$ cat config.mk
export PLATFORM = sky130hd
export DESIGN_NAME = half_duplex_radio_mode_controller
export DESIGN_NICKNAME = d
export VERILOG_FILES = /design/src/rtl/core/hrmc_pkg.sv /design/src/rtl/core/hrmc_in_stage.sv /design/src/rtl/core/hrmc_ctrl.sv /design/src/rtl/core/hrmc_out_stage.sv /design/src/rtl/core/half_duplex_radio_mode_controller.sv
export SDC_FILE = /design/constraint.sdc
export NUM_CORES = 1
export LEC_CHECK = 0
export ABC_AREA = 1
export BUFFER_PORTS_ARGS = -buffer_cell sky130_fd_sc_hd__buf_2
export CAP_MARGIN = 30
export CELL_PAD_IN_SITES_DETAIL_PLACEMENT = 1
export CELL_PAD_IN_SITES_GLOBAL_PLACEMENT = 1
export CORE_MARGIN = 1
export CORE_UTILIZATION = 47
export CTS_CLUSTER_DIAMETER = 50
export DETAILED_ROUTE_END_ITERATION = 16
export PLACE_DENSITY = 0.86
export SYNTH_ARGS = -nofsm -noshare
export SYNTH_HDL_FRONTEND = slang
export SYNTH_SLANG_ARGS = --single-unit
$ cat constraint.sdc
create_clock -name clock -period 5.6 [get_ports clock]
set_clock_uncertainty 0.2 [all_clocks]
set_input_delay 0.28 -clock clock [delete_from_list [all_inputs] [get_ports clock]]
set_output_delay 0.28 -clock clock [all_outputs]
set_load 0.01 [all_outputs]
$ cat src/rtl/core/hrmc_pkg.sv
// Shared types and constants for the half-duplex radio mode controller.
// Used by every module under rtl/core; depends on nothing else.
`timescale 1ns / 1ps

package hrmc_pkg;

   // Payload and timing limits
   localparam logic [7:0]  MaxPayload     = 8'd255;
   localparam logic [15:0] DefaultTimeout = 16'd3000;
   localparam logic [15:0] ElapsedMax     = 16'hFFFF;

   // Word widths on the stream ports
   localparam int ReqDataW = 48;
   localparam int RspDataW = 80;

   // Action codes
   localparam logic [2:0] ActSend   = 3'd0;
   localparam logic [2:0] ActRxOn   = 3'd1;
   localparam logic [2:0] ActRxOff  = 3'd2;
   localparam logic [2:0] ActIrq    = 3'd3;
   localparam logic [2:0] ActTick   = 3'd4;
   localparam logic [2:0] ActRdPkt  = 3'd5;
   localparam logic [2:0] ActRdCnt  = 3'd6;

   // Command flags
   localparam logic [3:0] CmdTx    = 4'b0001;
   localparam logic [3:0] CmdRx    = 4'b0010;
   localparam logic [3:0] CmdStby  = 4'b0100;
   localparam logic [3:0] CmdClose = 4'b1000;

   // Interrupt bit positions
   localparam int IrqTxDone   = 0;
   localparam int IrqRxDone   = 1;
   localparam int IrqPreamble = 2;
   localparam int IrqCrc      = 3;
   localparam int IrqHeader   = 4;
   localparam int IrqTimeout  = 5;

   // Event counter indexes
   localparam int NumCounters  = 10;
   localparam int CntTxStart   = 0;
   localparam int CntTxTimeout = 1;
   localparam int CntRxDone    = 2;
   localparam int CntRxOk      = 3;
   localparam int CntIrq       = 4;
   localparam int CntPreamble  = 5;
   localparam int CntCrc       = 6;
   localparam int CntHeader    = 7;
   localparam int CntTimeout   = 8;
   localparam int CntTxDone    = 9;

   // Configuration register indexes
   localparam logic CsrEnabled = 1'b0;
   localparam logic CsrTimeout = 1'b1;

   typedef struct packed {
      logic [3:0]        counter_select;
      logic signed [7:0] signal_rssi_in;
      logic signed [7:0] snr_in;
      logic signed [7:0] rssi_in;
      logic [5:0]        irq_bits;
      logic [7:0]        length;
      logic [2:0]        action;
   } req_type;

   typedef struct packed {
      logic [5:0]        recent_irq;
      logic [31:0]       counter_value;
      logic signed [7:0] pkt_signal_rssi;
      logic signed [7:0] pkt_snr;
      logic signed [7:0] pkt_rssi;
      logic [7:0]        pkt_length;
      logic              packet_ready;
      logic              rx_on;
      logic              busy_res;
      logic [3:0]        commands;
      logic              ok;
   } rsp_type;

endpackage

$ cat src/rtl/core/hrmc_in_stage.sv
// Input register of the mode controller: takes one request word and holds it.
// Depends on hrmc_pkg for the request layout.
`timescale 1ns / 1ps

module hrmc_in_stage (
   input  logic                          clock,
   input  logic                          reset,
   input  logic                          req_tvalid,
   output logic                          req_tready,
   input  logic [hrmc_pkg::ReqDataW-1:0] req_tdata,
   input  logic                          dn_ready,
   output logic                          fire,
   output hrmc_pkg::req_type             item
);

   logic              valid_ff, valid_in;
   hrmc_pkg::req_type item_ff;
   logic              take;

   // Advance the held word when the result register can take it
   assign fire       = valid_ff & dn_ready;
   assign req_tready = ~valid_ff | dn_ready;
   assign take       = req_tvalid & req_tready;

   always_comb begin
      valid_in = valid_ff;
      if (take) begin
         valid_in = 1'b1;
      end else if (fire) begin
         valid_in = 1'b0;
      end
   end

   always_ff @(posedge clock) begin
      if (reset) begin
         valid_ff <= 1'b0;
      end else begin
         valid_ff <= valid_in;
      end
   end

   // Hold the payload; unused pad bits drop here
   always_ff @(posedge clock) begin
      if (take) begin
         item_ff <= hrmc_pkg::req_type'(req_tdata[$bits(hrmc_pkg::req_type)-1:0]);
      end
   end

   assign item = item_ff;

endmodule

$ cat src/rtl/core/hrmc_ctrl.sv
// Mode state, event counters and per-word decision logic of the controller.
// Depends on hrmc_pkg for action codes, flags, counter indexes and word types.
`timescale 1ns / 1ps

module hrmc_ctrl (
   input  logic              clock,
   input  logic              reset,
   input  logic              csr_wen,
   input  logic              csr_index,
   input  logic [15:0]       csr_wdata,
   input  logic              fire,
   input  hrmc_pkg::req_type item,
   output hrmc_pkg::rsp_type rsp
);

   // Configuration
   logic        enabled_ff;
   logic [15:0] timeout_ff;

   // Mode state
   logic        tx_active_ff, tx_active_in;
   logic        rx_en_ff, rx_en_in;
   logic        resume_ff, resume_in;
   logic        pending_ff, pending_in;
   logic [7:0]  len_ff, len_in;
   logic [7:0]  rssi_ff, snr_ff, sig_ff;
   logic        store_pkt;
   logic [15:0] elapsed_ff, elapsed_in;
   logic [5:0]  recent_irq_ff, recent_irq_in;
   logic [31:0] cnt_ff [hrmc_pkg::NumCounters];
   logic [hrmc_pkg::NumCounters-1:0] bump;

   // Scratch
   logic [15:0] limit;
   logic [15:0] elapsed_next;
   logic        sel_ok;

   // Write configuration registers
   always_ff @(posedge clock) begin
      if (reset) begin
         enabled_ff <= 1'b0;
         timeout_ff <= hrmc_pkg::DefaultTimeout;
      end else if (csr_wen) begin
         unique case (csr_index)
            hrmc_pkg::CsrEnabled: enabled_ff <= csr_wdata[0];
            hrmc_pkg::CsrTimeout: timeout_ff <= csr_wdata;
            default:              enabled_ff <= enabled_ff;
         endcase
      end
   end

   assign limit        = (timeout_ff == 16'd0) ? hrmc_pkg::DefaultTimeout : timeout_ff;
   assign elapsed_next = (elapsed_ff != hrmc_pkg::ElapsedMax) ? elapsed_ff + 16'd1 : elapsed_ff;
   assign sel_ok       = (item.counter_select < 4'(hrmc_pkg::NumCounters));

   // Decide the word: next state, counter bumps and result fields
   always_comb begin
      tx_active_in  = tx_active_ff;
      rx_en_in      = rx_en_ff;
      resume_in     = resume_ff;
      pending_in    = pending_ff;
      len_in        = len_ff;
      store_pkt     = 1'b0;
      elapsed_in    = elapsed_ff;
      recent_irq_in = recent_irq_ff;
      bump          = '0;
      rsp           = '0;

      unique case (item.action)
         hrmc_pkg::ActSend: begin
            if (enabled_ff && item.length != 8'd0 && item.length <= hrmc_pkg::MaxPayload
                && !tx_active_ff) begin
               resume_in                 = rx_en_ff;
               rx_en_in                  = 1'b0;
               tx_active_in              = 1'b1;
               elapsed_in                = 16'd0;
               bump[hrmc_pkg::CntTxStart] = 1'b1;
               rsp.commands              = hrmc_pkg::CmdTx;
               rsp.ok                    = 1'b1;
            end
         end
         hrmc_pkg::ActRxOn: begin
            if (enabled_ff && !tx_active_ff) begin
               resume_in    = 1'b0;
               rx_en_in     = 1'b1;
               rsp.commands = hrmc_pkg::CmdRx;
               rsp.ok       = 1'b1;
            end
         end
         hrmc_pkg::ActRxOff: begin
            if (enabled_ff) begin
               rsp.ok    = 1'b1;
               resume_in = 1'b0;
               if (!tx_active_ff) begin
                  rx_en_in     = 1'b0;
                  rsp.commands = hrmc_pkg::CmdStby | hrmc_pkg::CmdClose;
               end
            end
         end
         hrmc_pkg::ActIrq: begin
            if (enabled_ff && item.irq_bits != 6'd0) begin
               rsp.ok                       = 1'b1;
               recent_irq_in                = item.irq_bits;
               bump[hrmc_pkg::CntIrq]       = 1'b1;
               bump[hrmc_pkg::CntPreamble]  = item.irq_bits[hrmc_pkg::IrqPreamble];
               bump[hrmc_pkg::CntCrc]       = item.irq_bits[hrmc_pkg::IrqCrc];
               bump[hrmc_pkg::CntHeader]    = item.irq_bits[hrmc_pkg::IrqHeader];
               bump[hrmc_pkg::CntTimeout]   = item.irq_bits[hrmc_pkg::IrqTimeout];
               // Receive completion: keep a clean, non-empty packet
               if (item.irq_bits[hrmc_pkg::IrqRxDone]) begin
                  bump[hrmc_pkg::CntRxDone] = 1'b1;
                  if (!item.irq_bits[hrmc_pkg::IrqCrc] && !item.irq_bits[hrmc_pkg::IrqHeader]
                      && item.length != 8'd0) begin
                     len_in     = (item.length > hrmc_pkg::MaxPayload) ?
                                  hrmc_pkg::MaxPayload : item.length;
                     store_pkt  = 1'b1;
                     pending_in = 1'b1;
                     bump[hrmc_pkg::CntRxOk] = 1'b1;
                  end
                  if (rx_en_ff) begin
                     rsp.commands = rsp.commands | hrmc_pkg::CmdRx;
                  end
               end
               // Transmit completion: drop busy and resume receive if due
               if (item.irq_bits[hrmc_pkg::IrqTxDone]) begin
                  tx_active_in               = 1'b0;
                  bump[hrmc_pkg::CntTxDone]  = 1'b1;
                  if (resume_ff) begin
                     resume_in    = 1'b0;
                     rx_en_in     = 1'b1;
                     rsp.commands = rsp.commands | hrmc_pkg::CmdRx;
                  end else if (!rx_en_ff) begin
                     rsp.commands = rsp.commands | hrmc_pkg::CmdClose;
                  end
               end
            end
         end
         hrmc_pkg::ActTick: begin
            if (enabled_ff && tx_active_ff) begin
               elapsed_in = elapsed_next;
               // Abandon a transmission that ran past the limit
               if (elapsed_next > limit) begin
                  tx_active_in                 = 1'b0;
                  bump[hrmc_pkg::CntTxTimeout] = 1'b1;
                  rsp.ok                       = 1'b1;
                  if (resume_ff) begin
                     resume_in    = 1'b0;
                     rx_en_in     = 1'b1;
                     rsp.commands = hrmc_pkg::CmdRx;
                  end else if (!rx_en_ff) begin
                     rsp.commands = hrmc_pkg::CmdClose;
                  end
               end
            end
         end
         hrmc_pkg::ActRdPkt: begin
            if (enabled_ff && pending_ff) begin
               rsp.ok              = 1'b1;
               rsp.pkt_length      = len_ff;
               rsp.pkt_rssi        = rssi_ff;
               rsp.pkt_snr         = snr_ff;
               rsp.pkt_signal_rssi = sig_ff;
               pending_in          = 1'b0;
               len_in              = 8'd0;
            end
         end
         hrmc_pkg::ActRdCnt: begin
            if (sel_ok) begin
               rsp.ok            = 1'b1;
               rsp.counter_value = cnt_ff[item.counter_select];
            end
         end
         default: begin
            rsp.ok = 1'b0;
         end
      endcase

      rsp.busy_res     = tx_active_in;
      rsp.rx_on        = rx_en_in;
      rsp.packet_ready = pending_in;
      rsp.recent_irq   = recent_irq_in;
   end

   // Commit the state when the word moves on
   always_ff @(posedge clock) begin
      if (reset) begin
         tx_active_ff  <= 1'b0;
         rx_en_ff      <= 1'b0;
         resume_ff     <= 1'b0;
         pending_ff    <= 1'b0;
         len_ff        <= 8'd0;
         rssi_ff       <= 8'd0;
         snr_ff        <= 8'd0;
         sig_ff        <= 8'd0;
         elapsed_ff    <= 16'd0;
         recent_irq_ff <= 6'd0;
      end else if (fire) begin
         tx_active_ff  <= tx_active_in;
         rx_en_ff      <= rx_en_in;
         resume_ff     <= resume_in;
         pending_ff    <= pending_in;
         len_ff        <= len_in;
         elapsed_ff    <= elapsed_in;
         recent_irq_ff <= recent_irq_in;
         if (store_pkt) begin
            rssi_ff <= item.rssi_in;
            snr_ff  <= item.snr_in;
            sig_ff  <= item.signal_rssi_in;
         end
      end
   end

   // Advance the event counters; they wrap
   always_ff @(posedge clock) begin
      for (int i = 0; i < hrmc_pkg::NumCounters; i++) begin
         if (reset) begin
            cnt_ff[i] <= 32'd0;
         end else if (fire && bump[i]) begin
            cnt_ff[i] <= cnt_ff[i] + 32'd1;
         end
      end
   end

   a_send_starts_tx: assert property (@(posedge clock) disable iff (reset)
      fire && item.action == hrmc_pkg::ActSend && rsp.ok |=> tx_active_ff && elapsed_ff == 16'd0)
      else $error("accepted send did not start a transmission");

   a_tick_abandons: assert property (@(posedge clock) disable iff (reset)
      fire && item.action == hrmc_pkg::ActTick && rsp.ok |=> !tx_active_ff)
      else $error("timeout tick left the transmission active");

   a_read_clears: assert property (@(posedge clock) disable iff (reset)
      fire && item.action == hrmc_pkg::ActRdPkt && rsp.ok |=> !pending_ff && len_ff == 8'd0)
      else $error("packet read left a packet pending");

   a_disabled_refuses: assert property (@(posedge clock) disable iff (reset)
      fire && !enabled_ff && item.action != hrmc_pkg::ActRdCnt |-> !rsp.ok)
      else $error("request granted while disabled");

endmodule

$ cat src/rtl/core/hrmc_out_stage.sv
// Result register of the mode controller: holds one result word until taken.
// Depends on hrmc_pkg for the result layout.
`timescale 1ns / 1ps

module hrmc_out_stage (
   input  logic                          clock,
   input  logic                          reset,
   input  logic                          fire,
   input  hrmc_pkg::rsp_type             rsp,
   output logic                          dn_ready,
   output logic                          rsp_tvalid,
   input  logic                          rsp_tready,
   output logic [hrmc_pkg::RspDataW-1:0] rsp_tdata
);

   logic              valid_ff, valid_in;
   hrmc_pkg::rsp_type rsp_ff;

   // Free when empty or when the held word leaves this cycle
   assign dn_ready = ~valid_ff | rsp_tready;

   always_comb begin
      valid_in = valid_ff;
      if (fire) begin
         valid_in = 1'b1;
      end else if (rsp_tready) begin
         valid_in = 1'b0;
      end
   end

   always_ff @(posedge clock) begin
      if (reset) begin
         valid_ff <= 1'b0;
      end else begin
         valid_ff <= valid_in;
      end
   end

   always_ff @(posedge clock) begin
      if (fire) begin
         rsp_ff <= rsp;
      end
   end

   assign rsp_tvalid = valid_ff;
   assign rsp_tdata  = {{(hrmc_pkg::RspDataW - $bits(hrmc_pkg::rsp_type)){1'b0}}, rsp_ff};

endmodule

$ cat src/rtl/core/half_duplex_radio_mode_controller.sv
// Half-duplex radio mode controller: one result word for every request word.
// Each request word passes the input register, then the result register; the result is held
// there until the result side takes it, and a full result register stalls the input.
// Throughput: one word per cycle, limited only by the result side taking words.
// Reset (synchronous, active high) clears mode state, counters and stored packet,
// disables the block and sets the transmit timeout to 3000 tick requests.
`timescale 1ns / 1ps

module half_duplex_radio_mode_controller (
   input  logic        clock,
   input  logic        reset,
   // Request stream
   input  logic        req_tvalid,
   output logic        req_tready,
   // action[2:0], length[10:3], irq_bits[16:11], rssi_in[24:17], snr_in[32:25],
   // signal_rssi_in[40:33], counter_select[44:41], zero pad[47:45]
   input  logic [47:0] req_tdata,
   // Result stream
   output logic        rsp_tvalid,
   input  logic        rsp_tready,
   // ok[0], commands[4:1], busy_res[5], rx_on[6], packet_ready[7], pkt_length[15:8],
   // pkt_rssi[23:16], pkt_snr[31:24], pkt_signal_rssi[39:32], counter_value[71:40],
   // recent_irq[77:72], zero pad[79:78]
   output logic [79:0] rsp_tdata,
   // Configuration writes
   input  logic        csr_wen,
   input  logic        csr_index,
   input  logic [15:0] csr_wdata
);

   logic              fire;
   logic              dn_ready;
   hrmc_pkg::req_type item;
   hrmc_pkg::rsp_type rsp;

   hrmc_in_stage u_in (
      .clock      (clock),
      .reset      (reset),
      .req_tvalid (req_tvalid),
      .req_tready (req_tready),
      .req_tdata  (req_tdata),
      .dn_ready   (dn_ready),
      .fire       (fire),
      .item       (item)
   );

   hrmc_ctrl u_ctrl (
      .clock     (clock),
      .reset     (reset),
      .csr_wen   (csr_wen),
      .csr_index (csr_index),
      .csr_wdata (csr_wdata),
      .fire      (fire),
      .item      (item),
      .rsp       (rsp)
   );

   hrmc_out_stage u_out (
      .clock      (clock),
      .reset      (reset),
      .fire       (fire),
      .rsp        (rsp),
      .dn_ready   (dn_ready),
      .rsp_tvalid (rsp_tvalid),
      .rsp_tready (rsp_tready),
      .rsp_tdata  (rsp_tdata)
   );

endmodule
==> key figures <==
Floorplan
  – Area of the die: 0.0626 sq mm
  – Core Area: 0.0606 sq mm
  – Row cnt: 90
  – Initial Util: 47.8%
  – Top-Level Pins: 152
  – Chip Height: 250 um
  – Die X: 250 um

Power
  – Pwr Density: 300 mW/mm^2
  – Leak pwr: 13.0 nW
  – Max IR drop VDD: 278 uV
  – Clock network power share: 49.1%
  – Switching power: 2.55 mW
  – Total power: 10.1 mW
  – Switching Fraction: 25.2%
  – Sequential power share: 44.3%
  – Int Power: 7.57 mW
  – Comb power frac: 6.6%

Min path
  – Hold Path Stages: 2
  – Hold_sp: req_tdata[34]
  – Hold crit path type: in -> reg
  – Hold EP: u_in.item[34]$_DFFE_PP_

Timing
  – Fin worst setup slack: 1.16 ns
  – Tcrit/Tclk final: 79.3%
  – Final setup vio count: 0
  – Final hold vios: 0
  – Fmax achieved: 225 MHz
  – Setup TNS: 0 ns
  – Slew Viols, Final: 0
  – Worst rel slew slack: 29.7%
  – Fin crit period: 4.44 ns
  – Slew @ Worst Pin: 1.04 ns
  – RSZ-0062 raised after global routing: false

Critical path
  – Worst-path maximum fanout: 20
  – Most frequent CP cell: nand2_1
  – CP Buf/Inv Count: 3
  – Startpoint Class: flop
  – Crit. End Element: flop
  – R2r setup slk: 1.16 ns
  – WS Path Type: reg -> reg
  – Req. time, crit path: 5.82 ns
  – Worst EP arrival: 4.66 ns
  – Crit-path cells: inv_1 -> nand4_1 -> nor3_1 -> nand3_1 -> nor4_1 -> nor2_1 -> ha_1 -> nand2_1 -> o21ai_0 -> nand2_1 -> nand2_1 -> nand2_1 -> nand2_1 -> nand4_1 -> nor2_1 -> buf_4 -> inv_1 -> nor3_1
  – CP peak stage delay: 0.80 ns
  – Register-to-Register Path Depth: 18
  – Crit-path leading delay family: simple AND/OR/NAND/NOR gates
  – Slowest-stage cell, CP: nor4_1
  – R2R Path Start: u_ctrl.timeout_ff[13]$_SDFFE_PP0P_
  – Reg2reg end: u_ctrl.cnt_ff[1][13]$_SDFFCE_PN0P_

Clock tree
  – CTS tree: built
  – CTS Buf Count: 71
  – Post-CTS Resized: 0
  – Clock-pin slew on the worst setup and hold paths: 0.07 ns
  – CTS Sinks: 520
  – Worst-Skew Late Latency: 0.63 ns
  – CTS root buffer: clkbuf_16
  – CTS HTree Levels: 3
  – Maximum clock insertion buffer count: 3

Drt
  – Drt wl/cell: 22.8 um
  – DRC viols: 0
  – Vias: 26600
  – DRT iter0 DRCs: 2618
  – DRT antenna net count: 0
  – First-pass DRT Iterations: 7
  – Post-Route WL: 102000 um
  – Vias per std cell: 5.92

Global routing
  – Global Route Usage Sum: 32.4%
  – Vias in the first global route: 27200
  – GR Overflow Total: 0
  – Initial antenna violation count: 5
  – Global-route wire length before repair: 158000 um
  – Largest net degree at the start of global routing: 77

Run
  – Max-cap violations: 0

Placed design
  – Port bufs: 146
  – Post-DP HPWL: 66100 um
  – RePlAce Congestion: 0.898
  – Place WS: 1.39 ns

Synthesis
  – Warnings, synthesis: 0
  – Share of the synthesized area in the top cell type: 46.0%
  – Yosys reg bits: 520
  – Sequential cell area fraction in the yosys report: 51.3%
  – Count of different cell masters after synthesis: 54
  – Avg Cell Area, Syn: 8.40 sq um
  – Ranking of synthesized cells by area: edfxtp_1 46%, nand2_1 8.2%, inv_1 6.0%
  – Post-Syn Area: 0.0290 sq mm
  – Gate Count Post-Synth: 3447
  – Synth area leader: edfxtp_1

Finish
  – Most frequent cells in the layout: 630 x nand2_1, 456 x inv_1, 450 x nor2_1
  – Layout cells sized above 1: 10.7%
  – Area grow syn2layout: 16.5%
  – Commonest non-fill, non-tap cell in the layout: nand2_1
  – Final core occ: 55.7%
  – Final #Nets: 3745

Outcome
  – Status: complete, no violations
## cell usage after synthesis, drive strengths merged
master and instances:
o31ai 2, buf 31, nand3 164, or2 16, nor3b 32, xor2 97
nor4 30, o221ai 4, nor2 486, a211oi 4, nand3b 7, o21ai 236
inv 470, o211ai 30, edfxtp 443, or3 1, clkinv 2, o211a 1
dfxtp 77, and3 5, a221oi 1, a31o 1, o21a 6, a21oi 245
nand4 89, o21bai 2, o311ai 1, nor3 141, a31oi 5, clkbuf 84
ha 27, and2 1, conb 1, nand2 635, xnor2 39, o2111ai 30
a22oi 1
## cell type report
class                   instances  area (sq um)
fillers                      7125         26900
flip-flops and latches        520         14800
well taps                     782           978
inverters                     472          1780
multi-input cells            2341         11900
diodes                          1          2.50
clock buffers                  91          2020
clock inverters                39           519
repair buffers                242          1670
## worst max path at each step
| stage | startpoint | depth (start not counted) | end | slack [ns] |
|---|---|---|---|---|
| 3_3_place_gp | u_ctrl.elapsed_ff[0]$_SDFFE_PP0P_ | 17 | u_ctrl.cnt_ff[1][25]$_SDFFCE_PN0P_ | 1.54 |
| 4_1_cts | u_ctrl.elapsed_ff[0]$_SDFFE_PP0P_ | 20 | u_ctrl.cnt_ff[1][13]$_SDFFCE_PN0P_ | 1.32 |
| 5_1_grt | u_ctrl.timeout_ff[13]$_SDFFE_PP0P_ | 18 | u_ctrl.cnt_ff[1][13]$_SDFFCE_PN0P_ | 0.76 |
| 2_1_floorplan | u_out.rsp_tvalid$_SDFFE_PP0P_ | 6 | u_ctrl.cnt_ff[2][0]$_SDFFCE_PN0P_ | 0.57 |
| 6_report | u_ctrl.timeout_ff[13]$_SDFFE_PP0P_ | 18 | u_ctrl.cnt_ff[1][13]$_SDFFCE_PN0P_ | 1.16 |
| 3_5_place_dp | u_ctrl.elapsed_ff[0]$_SDFFE_PP0P_ | 20 | u_ctrl.cnt_ff[1][13]$_SDFFCE_PN0P_ | 1.39 |
## flip-flops by register name, indices dropped and copies added (netlist names), 16 cells and up
signal	flops
u_in.item	45
u_ctrl.cnt_ff	320
u_ctrl.elapsed_ff	16
u_ctrl.timeout_ff	16
u_out.rsp_tdata	78
## per-stage QoR
stage	hold WS [ns]	instances	area, sq um
after floorplan	0.179	3448	29000
after global placement	0.224	4285	30400
after detailed placement	0.237	4288	30500
after CTS	0.139	4486	33700
after global routing	0.157	4488	33700
final	0.156	4488	33700
## logic make-up (layout without fill, tap and decap cells)
logic type | count (synthesis) | after routing | synth area share (%)
xor+xnor | 136 | 136 | 4.11
fa+ha+maj | 27 | 27 | 1.17
buf+inv | 587 | 844 | 7.80
flops | 520 | 520 | 51.3
simple gates | 1607 | 1607 | 24.9
compound gates | 569 | 569 | 10.8
other cells | 1 | 3 | 0.0130
## power groups by stage
stage	logic, mW	clock network (mW)	registers, mW
after global routing	0.707	5.13	4.50
after detailed placement	0.591	0	4.55
after global placement	0.569	0	4.54
after CTS	0.640	4.92	4.48
after floorplan	0.349	0	4.51
final	0.665	4.97	4.49
## timing repair
item	CTS	global route
buffers inserted	0	0
hold buffers	68	0
setup endpoints to repair	0	0
endpoints found under the hold margin	80	0
## per-layer routing
layer | wire [um] | up-vias | track usage, %
li1 | - | 12100 | -
met1 | 41600 | 13100 | 42.4
met2 | 48100 | 1153 | 52.6
met3 | 7590 | 232 | 4.79
met4 | 4920 | 6 | 16.3
met5 | 45 | - | 0
No activity file was read; power rests on OpenSTA's default activity.
